File: config.mk
export PLATFORM = sky130hd
export DESIGN_NAME = servo_pulse_multiplexer_core
export DESIGN_NICKNAME = d
export VERILOG_FILES = /design/src/hw/rtl/spm_pkg.sv /design/src/hw/rtl/spm_width_calc.sv /design/src/hw/rtl/servo_pulse_multiplexer_core.sv
export SDC_FILE = /design/constraint.sdc
export NUM_CORES = 1
export LEC_CHECK = 0
export ABC_AREA = 1
export BUFFER_PORTS_ARGS = -buffer_cell sky130_fd_sc_hd__buf_2
export CORE_MARGIN = 2
export CORE_UTILIZATION = 50
export DETAILED_ROUTE_END_ITERATION = 7
export GPL_TIMING_DRIVEN = 1
export PLACE_DENSITY = 0.63
export SLEW_MARGIN = 20
export SYNTH_ARGS = -nofsm -noshare
export SYNTH_HDL_FRONTEND = slang
export SYNTH_SLANG_ARGS = --single-unit
File: constraint.sdc
create_clock -name clock -period 7.5 [get_ports clock]
set_input_delay 1.875 -clock clock [delete_from_list [all_inputs] [get_ports clock]]
set_output_delay 1.875 -clock clock [all_outputs]
set_load 0.02 [all_outputs]
File: src/hw/rtl/spm_pkg.sv
package spm_pkg;

   // Field and register widths.
   localparam int unsigned TICK_W = 16;
   localparam int unsigned BYTE_W = 8;
   localparam int unsigned CHAN_W = 3;
   localparam int unsigned PINS_W = 8;
   localparam int unsigned PROD_W = BYTE_W + TICK_W;
   localparam int unsigned CSR_IDX_W = 2;

   // Register reset values.
   localparam logic [TICK_W-1:0] RESET_MIN  = 16'd16000;
   localparam logic [TICK_W-1:0] RESET_SPAN = 16'd16000;
   localparam logic [TICK_W-1:0] RESET_SLOT = 16'd40000;

   // Byte value that maps to the full span.
   localparam logic [BYTE_W-1:0] BYTE_FULL = 8'd255;

   // Register indexes on the configuration port.
   typedef enum logic [CSR_IDX_W-1:0] {
      CSR_PULSE_MIN  = 2'd0,
      CSR_PULSE_SPAN = 2'd1,
      CSR_SLOT_TICKS = 2'd2
   } csr_index_type;

   // Input command codes.
   typedef enum logic {
      CMD_TICK = 1'b0,
      CMD_BYTE = 1'b1
   } cmd_type;

endpackage

File: src/hw/rtl/spm_width_calc.sv
module spm_width_calc (
   input  logic [spm_pkg::PROD_W-1:0] prod,
   input  logic [spm_pkg::TICK_W-1:0] pulse_min,
   output logic [spm_pkg::TICK_W-1:0] width
);
   import spm_pkg::*;

   logic [PROD_W:0]   est_sum;
   logic [PROD_W-8:0] q_est;
   logic [PROD_W:0]   q_times_full;
   logic [PROD_W:0]   rem;
   logic [TICK_W-1:0] quot;
   logic [TICK_W:0]   width_sum;

   // Quotient estimate for prod / 255 from the series 1/256 + 1/256^2 + 1/256^3.
   // The estimate is never high and at most one low.
   assign est_sum = {1'b0, prod} + {9'd0, prod[PROD_W-1:8]} + {17'd0, prod[PROD_W-1:16]};
   assign q_est   = est_sum[PROD_W:8];

   // One compare and subtract corrects the estimate.
   assign q_times_full = {q_est, 8'd0} - {8'd0, q_est};
   assign rem          = {1'b0, prod} - q_times_full;
   assign quot         = (rem >= {{(PROD_W+1-BYTE_W){1'b0}}, BYTE_FULL})
                         ? q_est[TICK_W-1:0] + 1'b1 : q_est[TICK_W-1:0];

   // Add the minimum and saturate at the largest tick count.
   assign width_sum = {1'b0, pulse_min} + {1'b0, quot};
   assign width     = width_sum[TICK_W] ? {TICK_W{1'b1}} : width_sum[TICK_W-1:0];

endmodule

File: src/hw/rtl/servo_pulse_multiplexer_core.sv
// An accepted word is held in the input register, then moves to the result register.
// Throughput: one word per cycle while the result is not stalled; a stalled result
// still lets one more word in.
// Byte words set one entry of the pulse width table, tick words step the slot timer.
// Reset: synchronous, active high; it restores the register defaults, fills the
// width table with 16000 ticks and clears the slot timer, channel counters and held pins.
module servo_pulse_multiplexer_core #(
   parameter int unsigned CHANNELS = 8
) (
   input  logic                          clock,
   input  logic                          reset,
   input  logic                          req_valid,
   output logic                          req_stall,
   input  logic                          req_cmd,
   input  logic [spm_pkg::BYTE_W-1:0]    req_position_byte,
   output logic                          rsp_valid,
   input  logic                          rsp_stall,
   output logic [spm_pkg::PINS_W-1:0]    rsp_servo_pins,
   output logic [spm_pkg::CHAN_W-1:0]    rsp_active_channel,
   input  logic                          csr_valid,
   output logic                          csr_ready,
   input  logic [spm_pkg::CSR_IDX_W-1:0] csr_index,
   input  logic [spm_pkg::TICK_W-1:0]    csr_wdata
);
   import spm_pkg::*;

   localparam int unsigned IDX_W = (CHANNELS > 1) ? $clog2(CHANNELS) : 1;
   localparam logic [IDX_W-1:0] LAST_CH = IDX_W'(CHANNELS - 1);

   // Configuration registers.
   logic [TICK_W-1:0] pulse_min_ff,  pulse_min_in;
   logic [TICK_W-1:0] pulse_span_ff, pulse_span_in;
   logic [TICK_W-1:0] slot_ticks_ff, slot_ticks_in;

   // Input stage.
   logic              a_valid_ff, a_valid_in;
   logic              a_cmd_ff;
   logic [PROD_W-1:0] a_prod_ff;

   // Block state.
   logic [TICK_W-1:0] table_ff [CHANNELS];
   logic [IDX_W-1:0]  write_ch_ff, write_ch_in;
   logic [IDX_W-1:0]  slot_ch_ff, slot_ch_in;
   logic [TICK_W-1:0] slot_pos_ff, slot_pos_in;
   logic [TICK_W-1:0] latched_ff, latched_in;
   logic [PINS_W-1:0] held_pins_ff, held_pins_in;

   // Result stage.
   logic              rsp_valid_ff, rsp_valid_in;
   logic [PINS_W-1:0] rsp_pins_ff, rsp_pins_in;
   logic [IDX_W-1:0]  rsp_ch_ff, rsp_ch_in;

   logic              req_take;
   logic              out_free;
   logic              a_go;
   logic              is_byte;
   logic              is_tick;
   logic [TICK_W-1:0] new_width;
   logic [TICK_W-1:0] cur_width;
   logic [TICK_W:0]   pos_next;
   logic              slot_end;
   logic [PINS_W-1:0] ch_pin;

   // Handshake control: the input stage moves on when the result register is free.
   assign out_free  = !rsp_valid_ff || !rsp_stall;
   assign a_go      = a_valid_ff && out_free;
   assign req_stall = a_valid_ff && !out_free;
   assign req_take  = req_valid && !req_stall;
   assign csr_ready = 1'b1;

   assign a_valid_in   = req_take ? 1'b1 : (a_go ? 1'b0 : a_valid_ff);
   assign rsp_valid_in = out_free ? a_valid_ff : rsp_valid_ff;

   // Configuration writes; unknown indexes are dropped.
   always_comb begin
      pulse_min_in  = pulse_min_ff;
      pulse_span_in = pulse_span_ff;
      slot_ticks_in = slot_ticks_ff;
      if (csr_valid && csr_ready) begin
         case (csr_index)
            CSR_PULSE_MIN:  pulse_min_in  = csr_wdata;
            CSR_PULSE_SPAN: pulse_span_in = csr_wdata;
            CSR_SLOT_TICKS: slot_ticks_in = csr_wdata;
            default: ;
         endcase
      end
   end

   // Width from a received byte.
   spm_width_calc u_width_calc (
      .prod      (a_prod_ff),
      .pulse_min (pulse_min_ff),
      .width     (new_width)
   );

   assign is_byte = a_go && (a_cmd_ff == CMD_BYTE);
   assign is_tick = a_go && (a_cmd_ff == CMD_TICK);

   // Slot timer: latch the width at slot start, drive the pin, advance the slot.
   assign cur_width = (slot_pos_ff == '0) ? table_ff[slot_ch_ff] : latched_ff;
   assign pos_next  = {1'b0, slot_pos_ff} + 1'b1;
   assign slot_end  = (pos_next >= {1'b0, slot_ticks_ff});
   assign ch_pin    = PINS_W'(1) << slot_ch_ff;

   always_comb begin
      write_ch_in  = write_ch_ff;
      slot_ch_in   = slot_ch_ff;
      slot_pos_in  = slot_pos_ff;
      latched_in   = latched_ff;
      held_pins_in = held_pins_ff;
      rsp_pins_in  = rsp_pins_ff;
      rsp_ch_in    = rsp_ch_ff;
      if (is_byte) begin
         write_ch_in = (write_ch_ff == LAST_CH) ? '0 : write_ch_ff + 1'b1;
         rsp_pins_in = held_pins_ff;
         rsp_ch_in   = slot_ch_ff;
      end
      if (is_tick) begin
         latched_in   = cur_width;
         held_pins_in = (slot_pos_ff < cur_width) ? ch_pin : '0;
         rsp_pins_in  = held_pins_in;
         rsp_ch_in    = slot_ch_ff;
         if (slot_end) begin
            slot_pos_in = '0;
            slot_ch_in  = (slot_ch_ff == LAST_CH) ? '0 : slot_ch_ff + 1'b1;
         end else begin
            slot_pos_in = pos_next[TICK_W-1:0];
         end
      end
   end

   // Control and state registers.
   always_ff @(posedge clock) begin
      if (reset) begin
         pulse_min_ff  <= RESET_MIN;
         pulse_span_ff <= RESET_SPAN;
         slot_ticks_ff <= RESET_SLOT;
         a_valid_ff    <= 1'b0;
         rsp_valid_ff  <= 1'b0;
         write_ch_ff   <= '0;
         slot_ch_ff    <= '0;
         slot_pos_ff   <= '0;
         latched_ff    <= '0;
         held_pins_ff  <= '0;
         for (int i = 0; i < CHANNELS; i++) begin
            table_ff[i] <= RESET_MIN;
         end
      end else begin
         pulse_min_ff  <= pulse_min_in;
         pulse_span_ff <= pulse_span_in;
         slot_ticks_ff <= slot_ticks_in;
         a_valid_ff    <= a_valid_in;
         rsp_valid_ff  <= rsp_valid_in;
         write_ch_ff   <= write_ch_in;
         slot_ch_ff    <= slot_ch_in;
         slot_pos_ff   <= slot_pos_in;
         latched_ff    <= latched_in;
         held_pins_ff  <= held_pins_in;
         if (is_byte) begin
            table_ff[write_ch_ff] <= new_width;
         end
      end
   end

   // Payload registers: the input word with its scaled product, and the result.
   always_ff @(posedge clock) begin
      if (req_take) begin
         a_cmd_ff  <= req_cmd;
         a_prod_ff <= req_position_byte * pulse_span_ff;
      end
      rsp_pins_ff <= rsp_pins_in;
      rsp_ch_ff   <= rsp_ch_in;
   end

   assign rsp_valid          = rsp_valid_ff;
   assign rsp_servo_pins     = rsp_pins_ff;
   assign rsp_active_channel = CHAN_W'(rsp_ch_ff);

endmodule
# Word-level counts from Yosys, hierarchy flattened
# Memory sizes are Yosys's and may differ from the RTL's. A register that Yosys moved wholly into a read port is not among the register bits.
# Cells that the tools add are included.
# Widths: inputs -> output; s select.
# classes
n_addsub,9
n_mul,1
div_mod_pow,0
order_cmp,3
eq_ne,4
shift,1
mux,23
n_bitwise,1
n_reduce_logical,19
# op_table
operator,n
$mux 16,5
$add 24x16->25,1
$add 25x8->25,1
$ge 25x8->1 const B,1
$sub 24x25->25,1
$sub 25x17->25,1
$mul 8x16->24,1
$mux 8,3
$mux 3,7
$add 16x1->17 const B,1
$add 16x16->17,1
$ge 17x16->1,1
$add 16x1->16 const B,1
$logic_not 16->1,1
$lt 16x16->1,1
$reduce_or 16->1,1
$mux 1,8
$reduce_and 2->1,4
$shl 1x3->8 const A,1
$add 3x1->3 const B,2
$eq 3x3->1 const B,2
$logic_and 1x1->1,5
$logic_not 1->1,4
$reduce_bool 2->1,2
other kinds (5),5
# word_totals
register_bits,132
latch_bits,0
ramBits,128
romBits,0
inputBits,32
out_inout_bits,14
memories,1
# memory_table
name,depth,width,read_ports,rd_ports_with_merged_regs,write_ports,line,rtl
table_ff,8,16,1,1,8,servo_pulse_multiplexer_core.sv:41,logic [TICK_W-1:0] table_ff [CHANNELS];

# Logic depth before layout (Yosys ltp)
# depth
ltp_word,9
depth_mapped,51

# Hierarchy
# A second synthesis with hierarchy kept.
# unflattened
hier_cells,2869
area_unflattened_um2,21371.7
# modules_own_cells
mod,instances,cells_each,area_each_um2
servo_pulse_multiplexer_core,1,1893,16056.6
spm_width_calc,1,976,5315.1

# Worst setup path before layout
# No wires, ideal clock.
# synth_timing
path_type,register -> register
from,reg a_prod_ff[21]
to,"mem table_ff[0][10], data pin"
arrival_ns,6.609
required_ns,7.229
setup_slack_ns,0.620
stages_incl_launch_ff,44
path_buffers,1
cell_sequence,edfxtp_1 -> inv_1 -> fa_1 -> inv_1 -> ha_1 -> a21oi_1 -> o21bai_1 -> inv_1 -> nand2_1 -> nand2_1 -> nand2_1 -> inv_1 -> o31ai_1 -> and3_1 -> ha_1 -> inv_1 -> fa_1 -> inv_1 -> [... 8 more ...] -> nand4_1 -> nor2_4 -> buf_4 -> nand3_1 -> nand2_1 -> ha_1 -> inv_1 -> fa_1 -> o21ai_1 -> a21oi_1 -> o21bai_1 -> nand3_1 -> nand2_1 -> nand2_1 -> nand2_1 -> nor2_1 -> nor3b_2 -> nand2_1
# synth_rtl
element,line,rtl
"start, declared",servo_pulse_multiplexer_core.sv:38,logic [PROD_W-1:0] a_prod_ff;
"start signal, assigned",servo_pulse_multiplexer_core.sv:169,a_prod_ff <= req_position_byte * pulse_span_ff;
"end, declared",servo_pulse_multiplexer_core.sv:41,

==> results summary <==
The run finished with clean final reports. The clock transition at the registers of the reported paths is 0.06 ns. The share of async-settable or async-resettable flops after synthesis came out at 0%. The type of the most critical hold path is reg -> reg. The first global-routing pass estimated 93300 microns of wire. The endpoint type of the worst setup path is a flop. In this run the vertical extent of the chip is 208 microns. For this run, the total global-route usage over all layers was measured as 27.0%. The delay of the slowest cell on the worst path came out at 0.52 ns.

The highest-delay cell along the critical path is fa_1. The share of the Yosys chip area taken by registers is 33.1%. The final period demand of the worst path came out at 7.18 ns. The post-cts hold buffer count is 0.

Yosys mapped a number of flops with a built-in enable equal to 164. The worst path setup slack after routing is 0.316 ns. The count of buffers added on input and output ports is 44. The total via count in the routed design came out at 17874. Max-cap violations in this run came to 0. Synthesis instantiated 57 different standard cells from the library. The total nets after synthesis is 3059. Counting every instance in the synthesized netlist gives 2760.

The die is 208 microns wide. The area of the die came out at 43400 sq um. The boundary pin count came out at 46.

The detailed-route wire length is 58400 microns. The number of placement rows came out at 74. The final clock skew is 0.0190 ns.

The slew at the pin closest to its max-slew limit is 1.13 ns. The area added between synthesis and finish is 12.9%. The length of routed met2 wiring is 29400 microns. The data arrival at the endpoint of the critical path came out at 7.49 ns. The clock latency on the worst-skew pair is 0.55 ns. The highest layer touched by signal routing is met4. The congestion estimate from routability-driven global placement came to 0.936. The biggest fanout along the worst timing path came out at 16. The total overflow left after global routing is 0. The maximum number of pins on one net before global-route repair is 69. The post-route clock period utilization came out at 95.8%. The setup violation total in the final timing report is 0. TritonCTS built the clock tree. The antenna violation net count after detailed routing is 0. The number of buffers on the longest clock path is 3.

After synthesis the netlist holds a flip-flop and latch count of 263. Summing every instance area after synthesis gives 20900 sq um. The peak clock frequency supported by timing is 139 MHz. The number of remaining DRC errors came out at 0. In this run the standard cell core region covers 41000 sq um.

The sink count of the clock tree came out at 263. Dividing the detail-routed via count by the number of cells gives 5.29. The final routed wire length divided by cell count is 17.3 microns. For this run, the number of Yosys warnings is 0.

The cell at the root of the clock tree is clkbuf_16. STA classifies the critical path startpoint as a flop. The final number of max-transition violations was 0. The most common flop cell mapped by yosys is edfxtp_1. The detailed-placement wirelength estimate is 43200 microns. The fill cell total of the finished layout is 3881. The first detailed-routing pass ran for 6 iterations. The number of endpoints with negative hold slack in the final report was 0. Before CTS, the worst setup slack after placement is -0.342 ns. The initial antenna violation count was 8. The total length of routed met3 wires is 2690 microns. The initial utilization of the core area, before any placement, comes to 50.9%. By instance count, the cell type seen most on the critical path is nand2_2. The DRC violation total after the first TritonRoute iteration came out at 1218. In this run the number of H-tree levels came out at 1. The number of nets in the finished design is 3120. The number of global-route vias before repair is 17634. The worst setup path is of the reg -> reg kind. The worst-case headroom to the max-slew limit came out at 24.8%. The required time of the critical path is 7.80 ns. The detailed-route wire length on metal 1 is 24500 microns. The layout cell share with drive strength beyond 1 is 11.3%. Clock tree synthesis inserted a total of 29 buffers. The average footprint of a synthesized cell is 7.57 sq um.
logic make-up (layout without fill, tap and decap cells):
family	after synthesis	count (layout)	share of synthesized area, %
XOR/XNOR	58	58	2.43
adder cells (fa/ha/maj)	267	267	19.6
AND/OR/NAND/NOR	1193	1193	23.7
flip-flops	263	263	33.1
AO/OA/AOI/OAI	346	346	9.61
buffers and inverters	632	714	11.5
other	1	6	0.0180
layout make-up:
type,count,area (sq um),area share (%)
Multi-Input combinational cell,1865,12100,51.3
Clock buffer,40,807,3.42
Timing Repair Buffer,126,932,3.95
Antenna cell,5,12.5,0.0531
Clock inverter,12,144,0.610
Tap cell,532,666,2.82
Inverter,536,2020,8.56
Sequential cell,263,6910,29.3
state kept, by name, indices dropped and copies added, names as in the netlist, named ones only:
| name | count |
|---|---|
| pulse_min_ff | 16 |
| a_valid_ff | 1 |
| rsp_valid | 1 |
| slot_ticks_ff | 16 |
| a_cmd_ff | 1 |
| write_ch_ff | 3 |
| slot_ch_ff | 3 |
| held_pins_ff | 8 |
| table_ff | 128 |
| rsp_active_channel | 3 |
| a_prod_ff | 24 |
| rsp_servo_pins | 8 |
| latched_ff | 16 |
| pulse_span_ff | 16 |
| slot_pos_ff | 16 |
cell usage in the layout (no fill, tap or decap), drive strengths merged, types with 8 or more instances in the layout:
cell | netlist | final
inv | 534 | 534
nand3 | 128 | 128
edfxtp | 164 | 164
fa | 101 | 101
nand2 | 731 | 731
o221ai | 22 | 22
o21ai | 126 | 126
o211ai | 30 | 30
o22ai | 8 | 8
clkinv | 2 | 11
a21oi | 129 | 129
ha | 166 | 166
xor2 | 38 | 38
nor2 | 251 | 251
clkbuf | 83 | 40
nand4 | 38 | 38
dfxtp | 99 | 99
buf | 13 | 126
xnor2 | 20 | 20
nand3b | 9 | 9
nor3 | 21 | 21
o21bai | 9 | 9
per-layer routing:
metal / vias up / global-route usage [%]
met1: 8419 / 33.5
met4: 0 / 8.06
met2: 476 / 49.5
met3: 112 / 2.55
met5: - / 0
li1: 8867 / -
critical path, delay by kind of cell, from the launching register on:
family | cells | cell delay (ns)
AND/OR/NAND/NOR | 21 | 2.70
AO/OA/AOI/OAI | 3 | 0.68
buffers and inverters | 8 | 0.83
XOR/XNOR | 1 | 0.18
adder cells (fa/ha/maj) | 6 | 2.07
flip-flops | 1 | 0.49
cell usage after synthesis, types with 4 or more instances:
library cell	n	area, sq um
a21o_1	5	37.5
nand3_2	5	50.1
a21oi_2	4	35.0
o221ai_1	22	193
nor2_1	240	901
nand3b_1	9	67.6
dfxtp_1	99	1980
o22ai_1	8	50.1
fa_1	101	2020
nor2_4	4	45.0
ha_1	166	2080
edfxtp_1	164	4920
nand2_1	722	2710
inv_2	7	26.3
buf_1	5	18.8
o21ai_0	122	611
nor3_1	19	95.1
nor2_2	7	43.8
nand4_1	38	238
nand2_2	8	50.1
nand3_1	123	616
xor2_1	38	333
nor4_1	5	31.3
a21oi_1	125	626
o211ai_1	30	225
xnor2_1	20	175
clkbuf_1	83	312
inv_1	527	1980
o21bai_1	9	67.6
per-stage QoR:
| stage | hold WS, ns | std cells | utilization [%] | cell area (sq um) | setup TNS [ns] |
|---|---|---|---|---|---|
| 6_report | 0.467 | 3379 | 57.5 | 23600 | 0 |
| 5_1_grt | 0.481 | 3376 | 57.5 | 23600 | -5.63 |
| 4_1_cts | 0.469 | 3360 | 56.0 | 23000 | 0 |
| 3_5_place_dp | 0.458 | 3302 | 53.4 | 21900 | -28.68 |
| 3_3_place_gp | 0.457 | 3302 | 53.4 | 21900 | -39.11 |
| 2_1_floorplan | 0.435 | 2760 | - | 20900 | 0 |
final timing paths:
path                                        from          endpoint  slack [ns]  cells after the start
worst max-delay path               a_prod_ff[17]   table_ff[5][13]        0.32                     39
worst min-delay path            slot_ticks_ff[1]  slot_ticks_ff[1]        0.47                      2
worst max register to register     a_prod_ff[17]   table_ff[5][13]        0.32                     39
worst min register to register  slot_ticks_ff[1]  slot_ticks_ff[1]        0.47                      2
repair_timing:
item	4_1_cts	5_1_grt
hold endpoints to repair	0	0
pin swaps	5	35
endpoints found under the setup margin	128	128
resized for setup	14	111
buffers inserted	6	14
Power is not shown: default switching activity piles up to over one toggle a cycle in this logic, so the estimate is an artifact.
